--- config.mk ---
export PLATFORM = sky130hd
export DESIGN_NAME = packet_sync_deframer
export DESIGN_NICKNAME = d
export VERILOG_FILES = /design/src/rtl/psd_pkg.sv /design/src/rtl/psd_ctrl.sv /design/src/rtl/psd_dp.sv /design/src/rtl/packet_sync_deframer.sv
export SDC_FILE = /design/constraint.sdc
export NUM_CORES = 1
export LEC_CHECK = 0
export BUFFER_PORTS_ARGS = -buffer_cell sky130_fd_sc_hd__buf_2
export CORE_MARGIN = 1
export CORE_UTILIZATION = 45
export DETAILED_ROUTE_END_ITERATION = 12
export SLEW_MARGIN = 20
export SYNTH_ARGS = -nofsm -noshare
export SYNTH_HDL_FRONTEND = slang
export SYNTH_SLANG_ARGS = --single-unit
--- constraint.sdc ---
create_clock -name clk_i -period 6.92 [get_ports clk_i]
set_input_delay 1.384 -clock clk_i [delete_from_list [all_inputs] [get_ports clk_i]]
set_output_delay 1.384 -clock clk_i [all_outputs]
set_load 0.1 [all_outputs]
--- src/rtl/psd_pkg.sv ---
// Package for the packet sync deframer: state, event and register codes,
// reset values and the command/status structs between controller and datapath.
// No dependencies.
`timescale 1ns / 1ps

package psd_pkg;

  // default packet length in bytes
  localparam int unsigned PacketBytesDef = 16;

  // configuration port
  localparam int unsigned CfgIdxW  = 3;
  localparam int unsigned CfgDataW = 16;

  // configuration register indexes
  localparam logic [CfgIdxW-1:0] REG_SIG_MASK      = 3'd0;
  localparam logic [CfgIdxW-1:0] REG_SIG_VALUE     = 3'd1;
  localparam logic [CfgIdxW-1:0] REG_SIG_OFFSET    = 3'd2;
  localparam logic [CfgIdxW-1:0] REG_ALIGN_COUNT   = 3'd3;
  localparam logic [CfgIdxW-1:0] REG_ATTEMPT_LIMIT = 3'd4;

  // register reset values
  localparam logic [7:0]  SigMaskRst      = 8'd255;
  localparam logic [7:0]  SigValueRst     = 8'd0;
  localparam logic [5:0]  SigOffsetRst    = 6'd15;
  localparam logic [7:0]  AlignCountRst   = 8'd4;
  localparam logic [15:0] AttemptLimitRst = 16'd100;

  // request kinds on the input stream
  localparam logic REQ_DATA = 1'b0;
  localparam logic REQ_DROP = 1'b1;

  // result event codes
  typedef enum logic [1:0] {
    EV_PKT_BYTE  = 2'd0,
    EV_ALIGNED   = 2'd1,
    EV_MISALIGN  = 2'd2,
    EV_GAVE_UP   = 2'd3
  } event_e;

  // controller states
  typedef enum logic [2:0] {
    ST_IDLE,
    ST_SRCH,
    ST_GIVE,
    ST_CHK,
    ST_CHK_EV,
    ST_BRD,
    ST_BOUT
  } state_e;

  // controller to datapath
  typedef struct packed {
    logic   take;        // latch the accepted byte
    logic   clr_search;  // drop alignment, clear counters, phase, fill
    logic   search_upd;  // update phase counter and phase / attempts
    logic   store_wr;    // write packet byte, advance fill position
    logic   bad_pkt;     // clear search plus attempts and give-up flag
    logic   set_giveup;  // mark give-up as reported
    logic   rd_off;      // store read at signature offset, else burst index
    logic   out_load;    // load the output register
    event_e out_ev;      // event code of the loaded result
    logic   burst_adv;   // step the burst index
  } cmd_t;

  // datapath to controller
  typedef struct packed {
    logic aligned;
    logic over_limit;
    logic giveup_rep;
    logic hit;
    logic fill_last;
    logic sig_good;
    logic burst_last;
    logic out_free;
  } sts_t;

endpackage

--- src/rtl/psd_ctrl.sv ---
// Controller state machine of the packet sync deframer.
// Depends on psd_pkg; drives cmd_t to the datapath and reads sts_t back.
`timescale 1ns / 1ps

module psd_ctrl (
  input  logic          clk_i,
  input  logic          rst_ni,
  input  logic          in_valid_i,
  input  logic          in_req_i,
  output logic          in_ready_o,
  input  psd_pkg::sts_t sts_i,
  output psd_pkg::cmd_t cmd_o
);
  import psd_pkg::*;

  state_e state_q, state_d;
  logic   take;

  assign in_ready_o = (state_q == ST_IDLE);
  assign take       = in_valid_i && in_ready_o;

  // state register
  always_ff @(posedge clk_i or negedge rst_ni) begin
    if (!rst_ni) begin
      state_q <= ST_IDLE;
    end else begin
      state_q <= state_d;
    end
  end

  // next state
  always_comb begin
    state_d = state_q;
    case (state_q)
      ST_IDLE: begin
        if (take && in_req_i == REQ_DATA) begin
          if (sts_i.aligned) begin
            if (sts_i.fill_last) state_d = ST_CHK;
          end else if (sts_i.over_limit) begin
            if (!sts_i.giveup_rep) state_d = ST_GIVE;
          end else begin
            state_d = ST_SRCH;
          end
        end
      end
      ST_SRCH, ST_GIVE: begin
        if (sts_i.out_free) state_d = ST_IDLE;
      end
      ST_CHK:    state_d = ST_CHK_EV;
      ST_CHK_EV: begin
        if (sts_i.sig_good) begin
          state_d = ST_BRD;
        end else if (sts_i.out_free) begin
          state_d = ST_IDLE;
        end
      end
      ST_BRD:    state_d = ST_BOUT;
      ST_BOUT: begin
        if (sts_i.out_free) state_d = sts_i.burst_last ? ST_IDLE : ST_BRD;
      end
      default:   state_d = ST_IDLE;
    endcase
  end

  // command outputs
  always_comb begin
    cmd_o = '0;
    cmd_o.out_ev = EV_PKT_BYTE;
    case (state_q)
      ST_IDLE: begin
        cmd_o.take = take;
        if (take) begin
          if (in_req_i == REQ_DROP) begin
            cmd_o.clr_search = 1'b1;
          end else if (sts_i.aligned) begin
            cmd_o.store_wr = 1'b1;
          end else if (sts_i.over_limit && !sts_i.giveup_rep) begin
            cmd_o.set_giveup = 1'b1;
          end
        end
      end
      ST_SRCH: begin
        if (sts_i.out_free) begin
          cmd_o.search_upd = 1'b1;
          cmd_o.out_load   = sts_i.hit;
          cmd_o.out_ev     = EV_ALIGNED;
        end
      end
      ST_GIVE: begin
        cmd_o.out_load = sts_i.out_free;
        cmd_o.out_ev   = EV_GAVE_UP;
      end
      ST_CHK: begin
        cmd_o.rd_off = 1'b1;
      end
      ST_CHK_EV: begin
        // keep the signature byte on the read port while the result waits
        cmd_o.rd_off = 1'b1;
        if (!sts_i.sig_good && sts_i.out_free) begin
          cmd_o.bad_pkt  = 1'b1;
          cmd_o.out_load = 1'b1;
          cmd_o.out_ev   = EV_MISALIGN;
        end
      end
      ST_BRD: begin
        cmd_o.rd_off = 1'b0;
      end
      ST_BOUT: begin
        if (sts_i.out_free) begin
          cmd_o.out_load  = 1'b1;
          cmd_o.out_ev    = EV_PKT_BYTE;
          cmd_o.burst_adv = 1'b1;
        end
      end
      default: cmd_o = '0;
    endcase
  end

endmodule

--- src/rtl/psd_dp.sv ---
// Datapath of the packet sync deframer: configuration registers, phase
// counter memory, packet store, search state and the output register.
// Depends on psd_pkg; driven by psd_ctrl through cmd_t.
`timescale 1ns / 1ps

module psd_dp #(
  parameter int unsigned PACKET_BYTES = psd_pkg::PacketBytesDef
) (
  input  logic                          clk_i,
  input  logic                          rst_ni,
  input  logic                          cfg_we_i,
  input  logic [psd_pkg::CfgIdxW-1:0]   cfg_idx_i,
  input  logic [psd_pkg::CfgDataW-1:0]  cfg_data_i,
  input  logic [7:0]                    rx_byte_i,
  input  psd_pkg::cmd_t                 cmd_i,
  output psd_pkg::sts_t                 sts_o,
  input  logic                          out_ready_i,
  output logic                          out_valid_o,
  output logic [1:0]                    out_event_o,
  output logic [7:0]                    out_byte_o,
  output logic [5:0]                    out_index_o,
  output logic                          out_last_o
);
  import psd_pkg::*;

  localparam int unsigned IdxW = $clog2(PACKET_BYTES);
  localparam logic [IdxW-1:0] LastIdx = IdxW'(PACKET_BYTES - 1);

  // configuration registers
  logic [7:0]  sig_mask_q, sig_value_q, align_count_q;
  logic [5:0]  sig_offset_q;
  logic [15:0] attempt_limit_q;

  // search and framing state
  logic            aligned_q, giveup_q;
  logic [15:0]     attempts_q;
  logic [IdxW-1:0] phase_q, fill_q, burst_q;
  logic [7:0]      rx_q;

  // phase counter memory with per-entry valid bits
  logic [7:0]              cnt_mem [PACKET_BYTES];
  logic [PACKET_BYTES-1:0] cnt_vld_q;
  logic [7:0]              cnt_rd_q;
  logic [7:0]              cnt_new;

  // packet store
  logic [7:0]      st_mem [PACKET_BYTES];
  logic [7:0]      st_rd_q;
  logic [IdxW-1:0] st_raddr, off_sat;

  // output register
  logic       out_vld_q, out_last_q;
  logic [1:0] out_ev_q;
  logic [7:0] out_byte_q;
  logic [5:0] out_idx_q;
  logic       out_free;

  // config writes
  always_ff @(posedge clk_i or negedge rst_ni) begin
    if (!rst_ni) begin
      sig_mask_q      <= SigMaskRst;
      sig_value_q     <= SigValueRst;
      sig_offset_q    <= SigOffsetRst;
      align_count_q   <= AlignCountRst;
      attempt_limit_q <= AttemptLimitRst;
    end else if (cfg_we_i) begin
      case (cfg_idx_i)
        REG_SIG_MASK:      sig_mask_q      <= cfg_data_i[7:0];
        REG_SIG_VALUE:     sig_value_q     <= cfg_data_i[7:0];
        REG_SIG_OFFSET:    sig_offset_q    <= cfg_data_i[5:0];
        REG_ALIGN_COUNT:   align_count_q   <= cfg_data_i[7:0];
        REG_ATTEMPT_LIMIT: attempt_limit_q <= cfg_data_i;
        default: ;
      endcase
    end
  end

  // saturated signature offset
  assign off_sat = ({1'b0, sig_offset_q} >= 7'(PACKET_BYTES)) ? LastIdx
                                                              : sig_offset_q[IdxW-1:0];
  assign st_raddr = cmd_i.rd_off ? off_sat : burst_q;

  // new counter value for the current phase
  always_comb begin
    if ((rx_q & sig_mask_q) == sig_value_q) begin
      cnt_new = (cnt_rd_q == 8'hFF) ? cnt_rd_q : cnt_rd_q + 8'd1;
    end else begin
      cnt_new = 8'd0;
    end
  end

  assign out_free = !out_vld_q || out_ready_i;

  // status to controller
  always_comb begin
    sts_o.aligned    = aligned_q;
    sts_o.over_limit = attempts_q > attempt_limit_q;
    sts_o.giveup_rep = giveup_q;
    sts_o.hit        = cnt_new >= align_count_q;
    sts_o.fill_last  = fill_q == LastIdx;
    sts_o.sig_good   = (st_rd_q & sig_mask_q) == sig_value_q;
    sts_o.burst_last = burst_q == LastIdx;
    sts_o.out_free   = out_free;
  end

  // control state: alignment, phase, attempts, fill and burst position
  always_ff @(posedge clk_i or negedge rst_ni) begin
    if (!rst_ni) begin
      aligned_q  <= 1'b0;
      giveup_q   <= 1'b0;
      attempts_q <= '0;
      phase_q    <= '0;
      fill_q     <= '0;
      burst_q    <= '0;
      cnt_vld_q  <= '0;
    end else begin
      if (cmd_i.clr_search || cmd_i.bad_pkt) begin
        aligned_q <= 1'b0;
        phase_q   <= '0;
        fill_q    <= '0;
        cnt_vld_q <= '0;
      end
      if (cmd_i.bad_pkt) begin
        attempts_q <= '0;
        giveup_q   <= 1'b0;
      end
      if (cmd_i.set_giveup) giveup_q <= 1'b1;
      if (cmd_i.search_upd) begin
        cnt_vld_q[phase_q] <= 1'b1;
        if (cnt_new >= align_count_q) begin
          aligned_q <= 1'b1;
          fill_q    <= '0;
        end else if (phase_q == LastIdx) begin
          phase_q <= '0;
          if (attempts_q != 16'hFFFF) attempts_q <= attempts_q + 16'd1;
        end else begin
          phase_q <= phase_q + 1'b1;
        end
      end
      if (cmd_i.store_wr) fill_q <= (fill_q == LastIdx) ? '0 : fill_q + 1'b1;
      if (cmd_i.burst_adv) burst_q <= (burst_q == LastIdx) ? '0 : burst_q + 1'b1;
    end
  end

  // input byte, counter memory and packet store
  always_ff @(posedge clk_i) begin
    if (cmd_i.take) rx_q <= rx_byte_i;
    if (cmd_i.search_upd) cnt_mem[phase_q] <= cnt_new;
    cnt_rd_q <= cnt_vld_q[phase_q] ? cnt_mem[phase_q] : 8'd0;
    if (cmd_i.store_wr) st_mem[fill_q] <= rx_byte_i;
    st_rd_q <= st_mem[st_raddr];
  end

  // output register valid
  always_ff @(posedge clk_i or negedge rst_ni) begin
    if (!rst_ni) begin
      out_vld_q <= 1'b0;
    end else if (cmd_i.out_load) begin
      out_vld_q <= 1'b1;
    end else if (out_ready_i) begin
      out_vld_q <= 1'b0;
    end
  end

  // output register payload
  always_ff @(posedge clk_i) begin
    if (cmd_i.out_load) begin
      out_ev_q <= cmd_i.out_ev;
      if (cmd_i.out_ev == EV_PKT_BYTE) begin
        out_byte_q <= st_rd_q;
        out_idx_q  <= 6'(burst_q);
        out_last_q <= burst_q == LastIdx;
      end else begin
        out_byte_q <= 8'd0;
        out_idx_q  <= 6'd0;
        out_last_q <= 1'b1;
      end
    end
  end

  assign out_valid_o = out_vld_q;
  assign out_event_o = out_ev_q;
  assign out_byte_o  = out_byte_q;
  assign out_index_o = out_idx_q;
  assign out_last_o  = out_last_q;

endmodule

--- src/rtl/packet_sync_deframer.sv ---
// Packet sync deframer: finds fixed-length packet framing from a signature
// byte and delivers good packets as byte bursts. Search byte: counter memory read,
// then update. Packet byte in aligned mode: written to the store; the packet end adds
// the check states ST_CHK and ST_CHK_EV, then a store read and an output load per burst byte.
// Output register lets the next request in while a result waits.
// Reset (async, low) clears state and counter valid bits at once; no sweep.
`timescale 1ns / 1ps

module packet_sync_deframer #(
  parameter int unsigned PACKET_BYTES = psd_pkg::PacketBytesDef
) (
  input  logic                         clk_i,
  input  logic                         rst_ni,
  // configuration writes
  input  logic                         cfg_we_i,
  input  logic [psd_pkg::CfgIdxW-1:0]  cfg_idx_i,
  input  logic [psd_pkg::CfgDataW-1:0] cfg_data_i,
  // input stream
  input  logic                         s_axis_tvalid,
  output logic                         s_axis_tready,
  input  logic [7:0]                   s_axis_tdata,  // [7:0] rx_byte
  input  logic [0:0]                   s_axis_tuser,  // [0] req_type
  // output stream
  output logic                         m_axis_tvalid,
  input  logic                         m_axis_tready,
  output logic [15:0]                  m_axis_tdata,  // [7:0] out_byte, [13:8] byte_index
  output logic [1:0]                   m_axis_tuser,  // [1:0] event_res
  output logic                         m_axis_tlast   // last
);
  import psd_pkg::*;

  cmd_t       cmd;
  sts_t       sts;
  logic [7:0] out_byte;
  logic [5:0] out_index;

  psd_ctrl u_ctrl (
    .clk_i      (clk_i),
    .rst_ni     (rst_ni),
    .in_valid_i (s_axis_tvalid),
    .in_req_i   (s_axis_tuser[0]),
    .in_ready_o (s_axis_tready),
    .sts_i      (sts),
    .cmd_o      (cmd)
  );

  psd_dp #(
    .PACKET_BYTES (PACKET_BYTES)
  ) u_dp (
    .clk_i       (clk_i),
    .rst_ni      (rst_ni),
    .cfg_we_i    (cfg_we_i),
    .cfg_idx_i   (cfg_idx_i),
    .cfg_data_i  (cfg_data_i),
    .rx_byte_i   (s_axis_tdata),
    .cmd_i       (cmd),
    .sts_o       (sts),
    .out_ready_i (m_axis_tready),
    .out_valid_o (m_axis_tvalid),
    .out_event_o (m_axis_tuser),
    .out_byte_o  (out_byte),
    .out_index_o (out_index),
    .out_last_o  (m_axis_tlast)
  );

  // pack output fields, zero filled to whole bytes
  assign m_axis_tdata = {2'b00, out_index, out_byte};

endmodule
Word level (Yosys, flattened, before mapping):

Memories as Yosys holds them, arrays and structs flattened. A register that Yosys moved wholly into a read port is not among the register bits.
Index checks and enable logic that the tools add are counted.
Widths: inputs -> output; s select.

* word-level logic and storage cells: 149
* bits in registers: 121
* output and inout bits: 21
* memories kept: 2
* input bits: 33
* RAM bits: 256

* reductions and logical operators: 24
* equal/unequal tests: 21
* $add $sub $neg: 5
* bitwise operators: 4
* order comparisons: 5
* mux-type cells: 68

Memories
* u_dp.cnt_mem: depth 16, bits a word 8, rd ports 1, clocked after memory_dff 1, write ports 1, RTL line psd_dp.sv:41 `logic [7:0] cnt_mem [PACKET_BYTES];`
* u_dp.st_mem: depth 16, bits a word 8, rd ports 1, clocked after memory_dff 1, write ports 1, RTL line psd_dp.sv:47 `logic [7:0] st_mem [PACKET_BYTES];`

Operator list (count)
* $mux 16: 7
* $mux 4: 13
* $mux 3: 11
* $mux 1: 30
* $pmux 3 s6: 1
* $add 16x1->16 const B: 1
* $and 8x8->8: 2
* $eq 8x8->1: 2
* $gt 16x16->1: 1
* $mux 8: 2
* $ne 16x16->1 const B: 1
* $or 16x16->16: 1
* $add 4x1->4 const B: 3
* $eq 3x2->1 const B: 4
* $eq 3x3->1 const B: 4
* $eq 4x4->1 const B: 3
* $pmux 3 s4: 1
* $reduce_and 2->1: 5
* $add 8x1->8 const B: 1
* $eq 8x8->1 const B: 1
* $ge 8x8->1: 1
* $eq 3x1->1 const B: 2
* $ge 6x5->1 const B: 1
* $logic_not 3->1: 2
* 17 further kinds: 27

Longest topological paths before layout:

Gate-level depths: netlist of run 1.

* depth after elaboration: 11
* depth in mapped cells: 14
* depth with buffers taken out: 13

Modules after synthesis:

From an unflattened synthesis of run 1, not the netlist that was laid out.

* cells, all modules: 1145
* area total of the unflattened synthesis: 16651.0 um^2

By module, submodules not included
* psd_dp: instances 1, area each 16225.6 um^2, cells an instance 1092, seq. area each 11045.6 um^2
* psd_ctrl: instances 1, area each 406.6 um^2, cells an instance 50, seq. area each 75.1 um^2
* packet_sync_deframer: instances 1, area each 18.8 um^2, cells an instance 3, seq. area each 0.0 um^2

Worst setup path after synthesis of run 1:

OpenSTA, ideal clock, no wires.

* path kind: register to register
* start point: reg u_ctrl.state_q[2]
* end point: mem u_dp.st_mem[3][0] (enable)
* data arrival time: 4.671 ns
* cell stages (with the launch flop): 9
* library setup time: 0.383 ns
* path slack: 1.865 ns
* path buffers: 2
* period minus slack after synthesis: 5.055 ns
* required time: 6.537 ns
* path through: dfrtp_1 -> clkbuf_1 -> nor3_1 -> and2_0 -> nor2b_1 -> and2_1 -> clkbuf_1 -> nand2_1 -> nor3_1

* word-level cells in the longest chain between the ends: 6

RTL lines
* start: declaration: RTL line psd_ctrl.sv:16 `state_e state_q, state_d;`
* start signal: assignment: RTL line psd_ctrl.sv:27 `state_q <= state_d;`
* $logic_not 3->1 *: RTL line psd_ctrl.sv:19 `assign in_ready_o = (state_q == ST_IDLE);`
* named net s_axis_tready: RTL line packet_sync_deframer.sv:20 `output logic s_axis_tready,`
* $logic_and 1x1->1: RTL line psd_ctrl.sv:20 `assign take = in_valid_i && in_ready_o;`
* $mux 1: RTL line psd_ctrl.sv:72 `if (take) begin`
* $mux 1 *: RTL line psd_ctrl.sv:69 `case (state_q)`
* $mux 1 *: RTL line psd_dp.sv:150 `if (cmd_i.store_wr) st_mem[fill_q] <= rx_byte_i;`
* $mux 1 (not written as such) *: RTL line psd_dp.sv:150
* end: declaration: RTL line psd_dp.sv:47

Mark *: on every way through the listed nets, which the timed path passes. The rest lies on a longest branch.

Worst setup path in the final report of run 1:

* start point: reg u_dp.sig_mask_q[7]
* end point: reg u_dp.attempts_q[10]

* elaborated cells between the ends (all ways): 15
* classes of those cells: order compare: 1; eq/ne: 2; mux: 8; bitwise: 2; reduce/logical: 2

RTL lines
* start: declaration: RTL line psd_dp.sv:30 `logic [7:0] sig_mask_q, sig_value_q, align_count_q;`
* start signal: assignment: RTL line psd_dp.sv:61 `sig_mask_q <= SigMaskRst;`
* start signal: assignment: RTL line psd_dp.sv:68 `REG_SIG_MASK: sig_mask_q <= cfg_data_i[7:0];`
* $and 8x8->8: RTL line psd_dp.sv:85 `if ((rx_q & sig_mask_q) == sig_value_q) begin`
* $eq 8x8->1: RTL line psd_dp.sv:85
* $mux 8: RTL line psd_dp.sv:85
* named net u_dp.cnt_new[1]: RTL line psd_dp.sv:44 `logic [7:0] cnt_new;`
* $ge 8x8->1: RTL line psd_dp.sv:130 `if (cnt_new >= align_count_q) begin`
* $mux 16: RTL line psd_dp.sv:130
* $mux 16: RTL line psd_dp.sv:128 `if (cmd_i.search_upd) begin`
* end signal: assignment: RTL line psd_dp.sv:135 `if (attempts_q != 16'hFFFF) attempts_q <= attempts_q + 16'd1;`
* end: declaration: RTL line psd_dp.sv:36 `logic [15:0] attempts_q;`

The timed path passes the listed nets, and every way through them passes these cells.
A chain may end at the register's enable or synchronous reset.

==> impl_results.md, run 1 <==
- Outcome: finished, final reports clean
- Synth area leaders: edfxtp_1 (50%), dfrtp_1 (12%), mux4_2 (5.9%)
- Mean Syn Cell Area: 14.9 sq um
- Reg2Reg Depth: 11
- Final number of hold-violating endpoints: 0
- Chip Width: slightly below 200 microns
- Drt first pass iters: 5
- TritonCTS clock tree: done
- Yosys cell types: 70
- Crit share post-route: 65.3%
- Synth Register Bits: 391
- Dpl cell area: between 15000 and 20000 sq um
- I/O Pins: 54
- Drt wl/cell: 21.8 microns
- Rows: 70
- Layout area overhead: 13.2%
- Setup-failing EPs final: 0
- Vias in the first global route: 9533
- HP Class: flop to flop
- Hold Crit Endpoint: u_dp.cnt_vld_q[6]
- Area leader, netlist: edfxtp_1
- Nets: 1262
- CP Class: flop to flop
- H-tree Lvls: 2
- Die area: 37900 sq um
- Non-filler instance count after layout: 1695
- DRC violations left: 0
- WHS Path Cells: 1
- Antenna viol nets, final: 0
- CP endpoint kind: flop
- Largest net degree at the start of global routing: 65
- Global route total overflow: 0
- Via-to-Cell Ratio: 5.71
- Static Leak: 7.38 nW
- Relative slew slack: 22.2%
- First-pass GRT wire length: 57200 microns
- Crit Reg-Reg Startpoint: u_dp.sig_mask_q[7]
- Post-Route WL: 36900 microns
- Routed vias: 9685
- Cells after Synth: 1120
- 1st-iter DRT viols: 785
- Max Clock Skew: 20.0 ps
- Netlist Area Pre-Place: 16700 sq um
- Power Density: about 310 nW/um^2
- Post-route cell area: about 19000 sq um
- Share of post-route cells with drive strength above 1: 20.1%
- Hold path startpoint: u_dp.cnt_vld_q[6]
- Post-CTS Setup Inserts: 0
- Post_cts resized: 0
- Worst-Margin Slew: 1170 ps
- Hold-fix buffers, CTS: 0
- Core Region: 36600 sq um
- Fillers: just over 3k
- Min cycle time layout: ~4500 ps
- Port bufs: 49
- Number of diodes: 0
- Die H: 195 microns
- RSZ-0062 raised after global routing: no
- Seq/Total Area, Yosys: 66.5%
- Peak Freq: ~220 MHz
- GPL Wtd Cong: 0.844
- FF-to-FF End: u_dp.attempts_q[10]
- Setup TNS Final: 0 ps
- Placed Cells: 1619
- Worst Path Max Fanout: 17
- Area share of the largest cell type after synthesis: roughly 50%
- Max Cap Viol: 0
- CTS Buf Count: 41
- Ys flop type: edfxtp_1
- Clock sinks: 391
- Clock Tree Buf Depth: 3
- Worst-path clk slew: 60 ps
- Yosys synthesis warning count: 0
- Maximum vdd drop: around 0.20 mV
- Initial antenna violation count: 0
- Async SR Flop Fraction: between 20% and 30%
- CP arrival: 5010 ps
- Latest clock arrival within the worst-skew pair: 570 ps
- Final HPWL from detailed placement: 23800 microns
- Max Slew Vio Count: 0
- Startpoint class of the critical path: flop
- R2r setup slk: between 2000 and 2500 ps
- Total GRT Usage: 20.0%
- Root Driver: clkbuf_16
- Crit path required time: around 7400 ps
- Fin util: 51.7%
- Initial Util: 45.7%
- Post-synth EDFFs: 279
==> worst max-delay path: stages, from the launching register on <==
cell	delay, ps
dfstp_2	540
nand2_1	60
xnor2_1	120
nor4_1	370
nand2_1	360
nor2_1	860
ha_1	370
a2111o_1	370
a31oi_1	330
o21ai_1	320
or4_1	570
a21oi_1	150
==> routing by layer <==
metal	up-vias	global-route usage, %	wire [microns]
met3	44	3.18	1810
li1	4474	-	-
met5	-	0	0
met4	0	5.40	662
met1	4945	29.7	17500
met2	222	30.8	16900
==> registers in the layout (all words and copies together) (netlist names), 16 cells and up <==
signal                cells
u_dp.st_mem             128
u_dp.cnt_mem            128
u_dp.attempt_limit_q     16
u_dp.cnt_vld_q           16
u_dp.attempts_q          16
==> area by class of cell <==
type | instances | area, sq um | share of cell area, %
Clock buffer | 55 | 1110 | 5.86
Clock inverter | 21 | 255 | 1.35
Inverter | 37 | 139 | 0.734
Multi-Input combinational cell | 649 | 5290 | 27.9
Sequential cell | 391 | 11100 | 58.7
Tap cell | 468 | 586 | 3.09
Timing Repair Buffer | 74 | 435 | 2.30
==> report_power, final <==
part / internal [mW] / switching (mW)
combinational: 0.396 / 0.453
clock: 1.29 / 0.925
sequential: 2.65 / 0.0916
==> cell families after synthesis <==
| logic type | count (synthesis) | synth area share (%) |
|---|---|---|
| flops | 391 | 66.5 |
| simple gates | 281 | 8.73 |
| compound gates | 170 | 6.86 |
| mux | 146 | 12.3 |
| buf+inv | 83 | 2.30 |
| fa+ha+maj | 35 | 2.62 |
| xor+xnor | 13 | 0.681 |
| other cells | 1 | 0.0224 |
==> how the worst max path moves through the flow <==
stage,depth (start not counted),slack [ps],endpoint,from
2_1_floorplan,8,1870,u_dp.st_mem[3][0],u_ctrl.state_q[2]
3_3_place_gp,11,2640,u_dp.attempts_q[10],u_dp.sig_mask_q[7]
3_5_place_dp,11,2500,u_dp.fill_q[2],u_dp.sig_mask_q[7]
4_1_cts,11,2460,u_dp.fill_q[0],u_dp.sig_mask_q[7]
5_1_grt,11,1970,u_dp.fill_q[0],u_dp.sig_mask_q[7]
6_report,11,2400,u_dp.attempts_q[10],u_dp.sig_mask_q[7]
==> per-stage QoR <==
step,power (mW),setup WS (ps),hold slack [ps]
after global placement,3.63,2640,455
after CTS,5.87,2460,477
after floorplan,3.40,1870,444
after detailed placement,3.65,2500,464
final,5.81,2400,474
after global routing,6.04,1970,484
==> synth_stat cells (all sizes together) (5+ instances only) <==
cell,instances
mux4,44
ha,35
a211oi,6
nor3,17
nand2b,11
or4,11
nor4,8
edfxtp,279
nand3,23
inv,37
nor2b,15
buf,20
a41oi,5
o21ai,35
xnor2,9
nand2,74
a31oi,7
nand4,10
and3,19
mux2,33
a221o,5
a22o,5
a21o,19
dfxtp,16
clkbuf,26
mux2i,69
a21oi,27
nor4b,5
dfrtp,80
o22ai,34
nor2,54
dfstp,16
and2,16
==> cells in the final DEF (no fill, tap or decap), types with 6 or more instances in the layout <==
cell type  instances
nand3_1           23
nor4_1             7
xnor2_1            9
or4_1             11
a21oi_1           27
ha_1              35
clkbuf_16         42
mux4_2            44
nor2_2             6
a31oi_1            7
dfrtp_1           79
inv_1             37
buf_4             26
buf_2             48
nand2_1           74
mux2_2            33
and2_1            15
nand2b_1          10
nor3_1            14
nand4_1           10
nor2b_1           15
clkbuf_1          12
edfxtp_1         279
o22ai_1           33
and3_1            19
dfstp_2           16
nor2_1            48
clkinv_1           8
o21ai_0           33
dfxtp_1           16
mux2i_1           68
a21o_1            19
Note: power is estimated with default switching activity, not from simulation.
==> run 2: changes to the inputs <==
- clock period: 6.92 -> 3.6 ns (I/O delays scaled with it)
==> run 2 against run 1 <==
Total power rose by 94%. Utilization rose by 1.4 points. Global-route usage rose by 0.24 points. Sequential share of layout area fell by 1.6 points. Clock power rose by 95%. Via count rose by 2.0%. Register-to-register slack got worse by 2300 ps. Clock-buffer cell count fell by 1. Critical path depth rose by 1. Largest cell class unchanged. Flip-flop and latch count did not move. Routed wire length rose by 1.6%. Clock skew fell by 3.4 ps.
==> impl_results.md, run 2 (synthesized netlist as in run 1, its figures left out) <==
- Rows: 70
- Crit Reg-Reg Startpoint: u_dp.sig_mask_q[7]
- Dpl cell area: 18100 sq um
- CTS Buf Count: 41
- CP endpoint kind: flop
- Switching pwr: approximately 2.8 mW
- Die H: 195 microns
- Slowest stage cell, crit path: dfstp_2
- Part of the power in the clock network: 38.4%
- Number of diodes: 0
- Reg2Reg Depth: 12
- Crit-path max cell delay: around 550 ps
- Startpoint class of the critical path: flop
- Max Slew Vio Count: 0
- Post-route cell area: slightly below 20000 sq um
- Worst Setup Slack post-DPL: 122 ps
- Most frequent cells in the layout: edfxtp_1 (279), dfrtp_1 (79), nand2_1 (74), buf_4 (74), mux2i_1 (68)
- Outcome: finished, final reports clean
- Chip Width: 195 microns
- Crit share post-route: 96.0%
- DRC violations left: 0
- Share of post-route cells with drive strength above 1: 24.1%
- Power Density: just under 600 nW/um^2
- Share of power burned in registers: 46.7%
- Post-CTS Setup Inserts: 0
- Routed vias: between 9k and 10k
- Core Region: about 37000 sq um
- Clock Tree Buf Depth: 3
- CP arrival: 3900 ps
- Initial Util: a little under half
- Port bufs: between 40 and 50
- Setup-failing EPs final: 0
- Peak Freq: 289 MHz
- H-tree Lvls: 2
- Worst Path Max Fanout: 4
- Worst-path clk slew: 60 ps
- Static Leak: 7.74 nW
- Max Clock Skew: 16.6 ps
- Setup crit start: u_dp.sig_mask_q[7]
- Vias in the first global route: 9671
- Nets: 1317
- Maximum vdd drop: 0.370 mV
- Initial antenna violation count: 3
- Final number of hold-violating endpoints: 0
- Latest clock arrival within the worst-skew pair: approximately 540 ps
- Post-Route WL: about 37000 microns
- Total GRT Usage: 20.3%
- Most common cell after layout, fill and taps aside: edfxtp_1
- Relative slew slack: 47.0%
- 1st-iter DRT viols: about 730
- GPL Wtd Cong: 0.802
- CP Class: flop to flop
- Drt wl/cell: approximately 21 microns
- Global route total overflow: 0
- First-pass GRT wire length: 57900 microns
- Crit path required time: 4050 ps
- Drt first pass iters: 5
- Die area: 37900 sq um
- TritonCTS clock tree: done
- Final WS setup: about 140 ps
- Layout area overhead: 16.4%
- Largest net degree at the start of global routing: just over 50
- Root Driver: clkbuf_16
- Min cycle time layout: 3460 ps
- Max Cap Viol: 0
- Int Power: 8.51 mW
- I/O Pins: 54
- Comb power frac: 15.0%
- Sw Ratio: 24.7%
- HP Class: input pin to asynchronous set/reset pin
- Clock sinks: 391
- Setup TNS Final: 0 ps
- Critical path cell sequence: nand2_1 > xnor2_1 > nor4_1 > nand2_1 > nand2b_1 > ha_1 > nand2b_1 > a2111o_1 > a31oi_2 > o21ai_1 > or4_1 > a21oi_1
- FF-to-FF End: u_dp.attempts_q[10]
- Worst-Margin Slew: 796 ps
- Via-to-Cell Ratio: ~5.7
- Largest registers: u_dp.cnt_mem x128, u_dp.st_mem x128
- R2r setup slk: 140 ps
- Final HPWL from detailed placement: 25000 microns
- Antenna viol nets, final: 0
run 2: cell type report:
class	instances	area, sq um
Clock inverter	21	233
Inverter	37	139
Sequential cell	391	11100
Tap cell	468	586
Timing Repair Buffer	129	927
Multi-Input combinational cell	649	5300
Fill cell	3022	17200
Clock buffer	54	1160
run 2: power groups by stage:
stage / Combinational (mW) / Sequential (mW) / Clock (mW)
4_1_cts: 1.72 / 5.27 / 4.42
3_5_place_dp: 1.71 / 5.36 / 0
6_report: 1.69 / 5.27 / 4.33
5_1_grt: 1.86 / 5.30 / 4.58
3_3_place_gp: 1.69 / 5.34 / 0
2_1_floorplan: 1.23 / 5.32 / 0
run 2: per-layer routing:
layer | part of all wire, % | wire [microns] | up-vias | track usage, %
met4 | 2.2 | 834 | 4 | 5.40
met2 | 45 | 16900 | 239 | 30.9
met3 | 5.4 | 2020 | 63 | 3.45
met5 | 0.072 | 27 | - | 0
li1 | - | - | 4566 | -
met1 | 47 | 17600 | 5011 | 30.2
run 2: worst max-delay path, delay by kind of cell (launching register included):
kind / cells / cell delay, ps
adder cells (fa/ha/maj): 1 / 290
AO/OA/AOI/OAI: 4 / 1000
flip-flops: 1 / 550
XOR/XNOR: 1 / 120
AND/OR/NAND/NOR: 6 / 1400
run 2: what timing repair did:
item,in CTS,in global routing
hold buffers,0,0
resized for setup,0,4
setup endpoints to repair,0,23
run 2: how the worst max path moves through the flow:
stage,endpoint
after detailed placement,u_dp.out_byte_o[5]
final,u_dp.attempts_q[10]
after global routing,u_dp.attempts_q[10]
after global placement,u_dp.out_byte_o[4]
after floorplan,u_dp.st_mem[0][0]
after CTS,u_dp.out_index_o[2]
run 2: through the flow:
stage / power [mW] / util, % / hold WS [ps] / instances
after floorplan: 6.55 / - / 424 / 1123
after global placement: 7.04 / 49.3 / 455 / 1674
after detailed placement: 7.07 / 49.3 / 463 / 1674
after CTS: 11.4 / 53.1 / 236 / 1749
after global routing: 11.7 / 53.2 / 267 / 1749
final: 11.3 / 53.2 / 232 / 1749
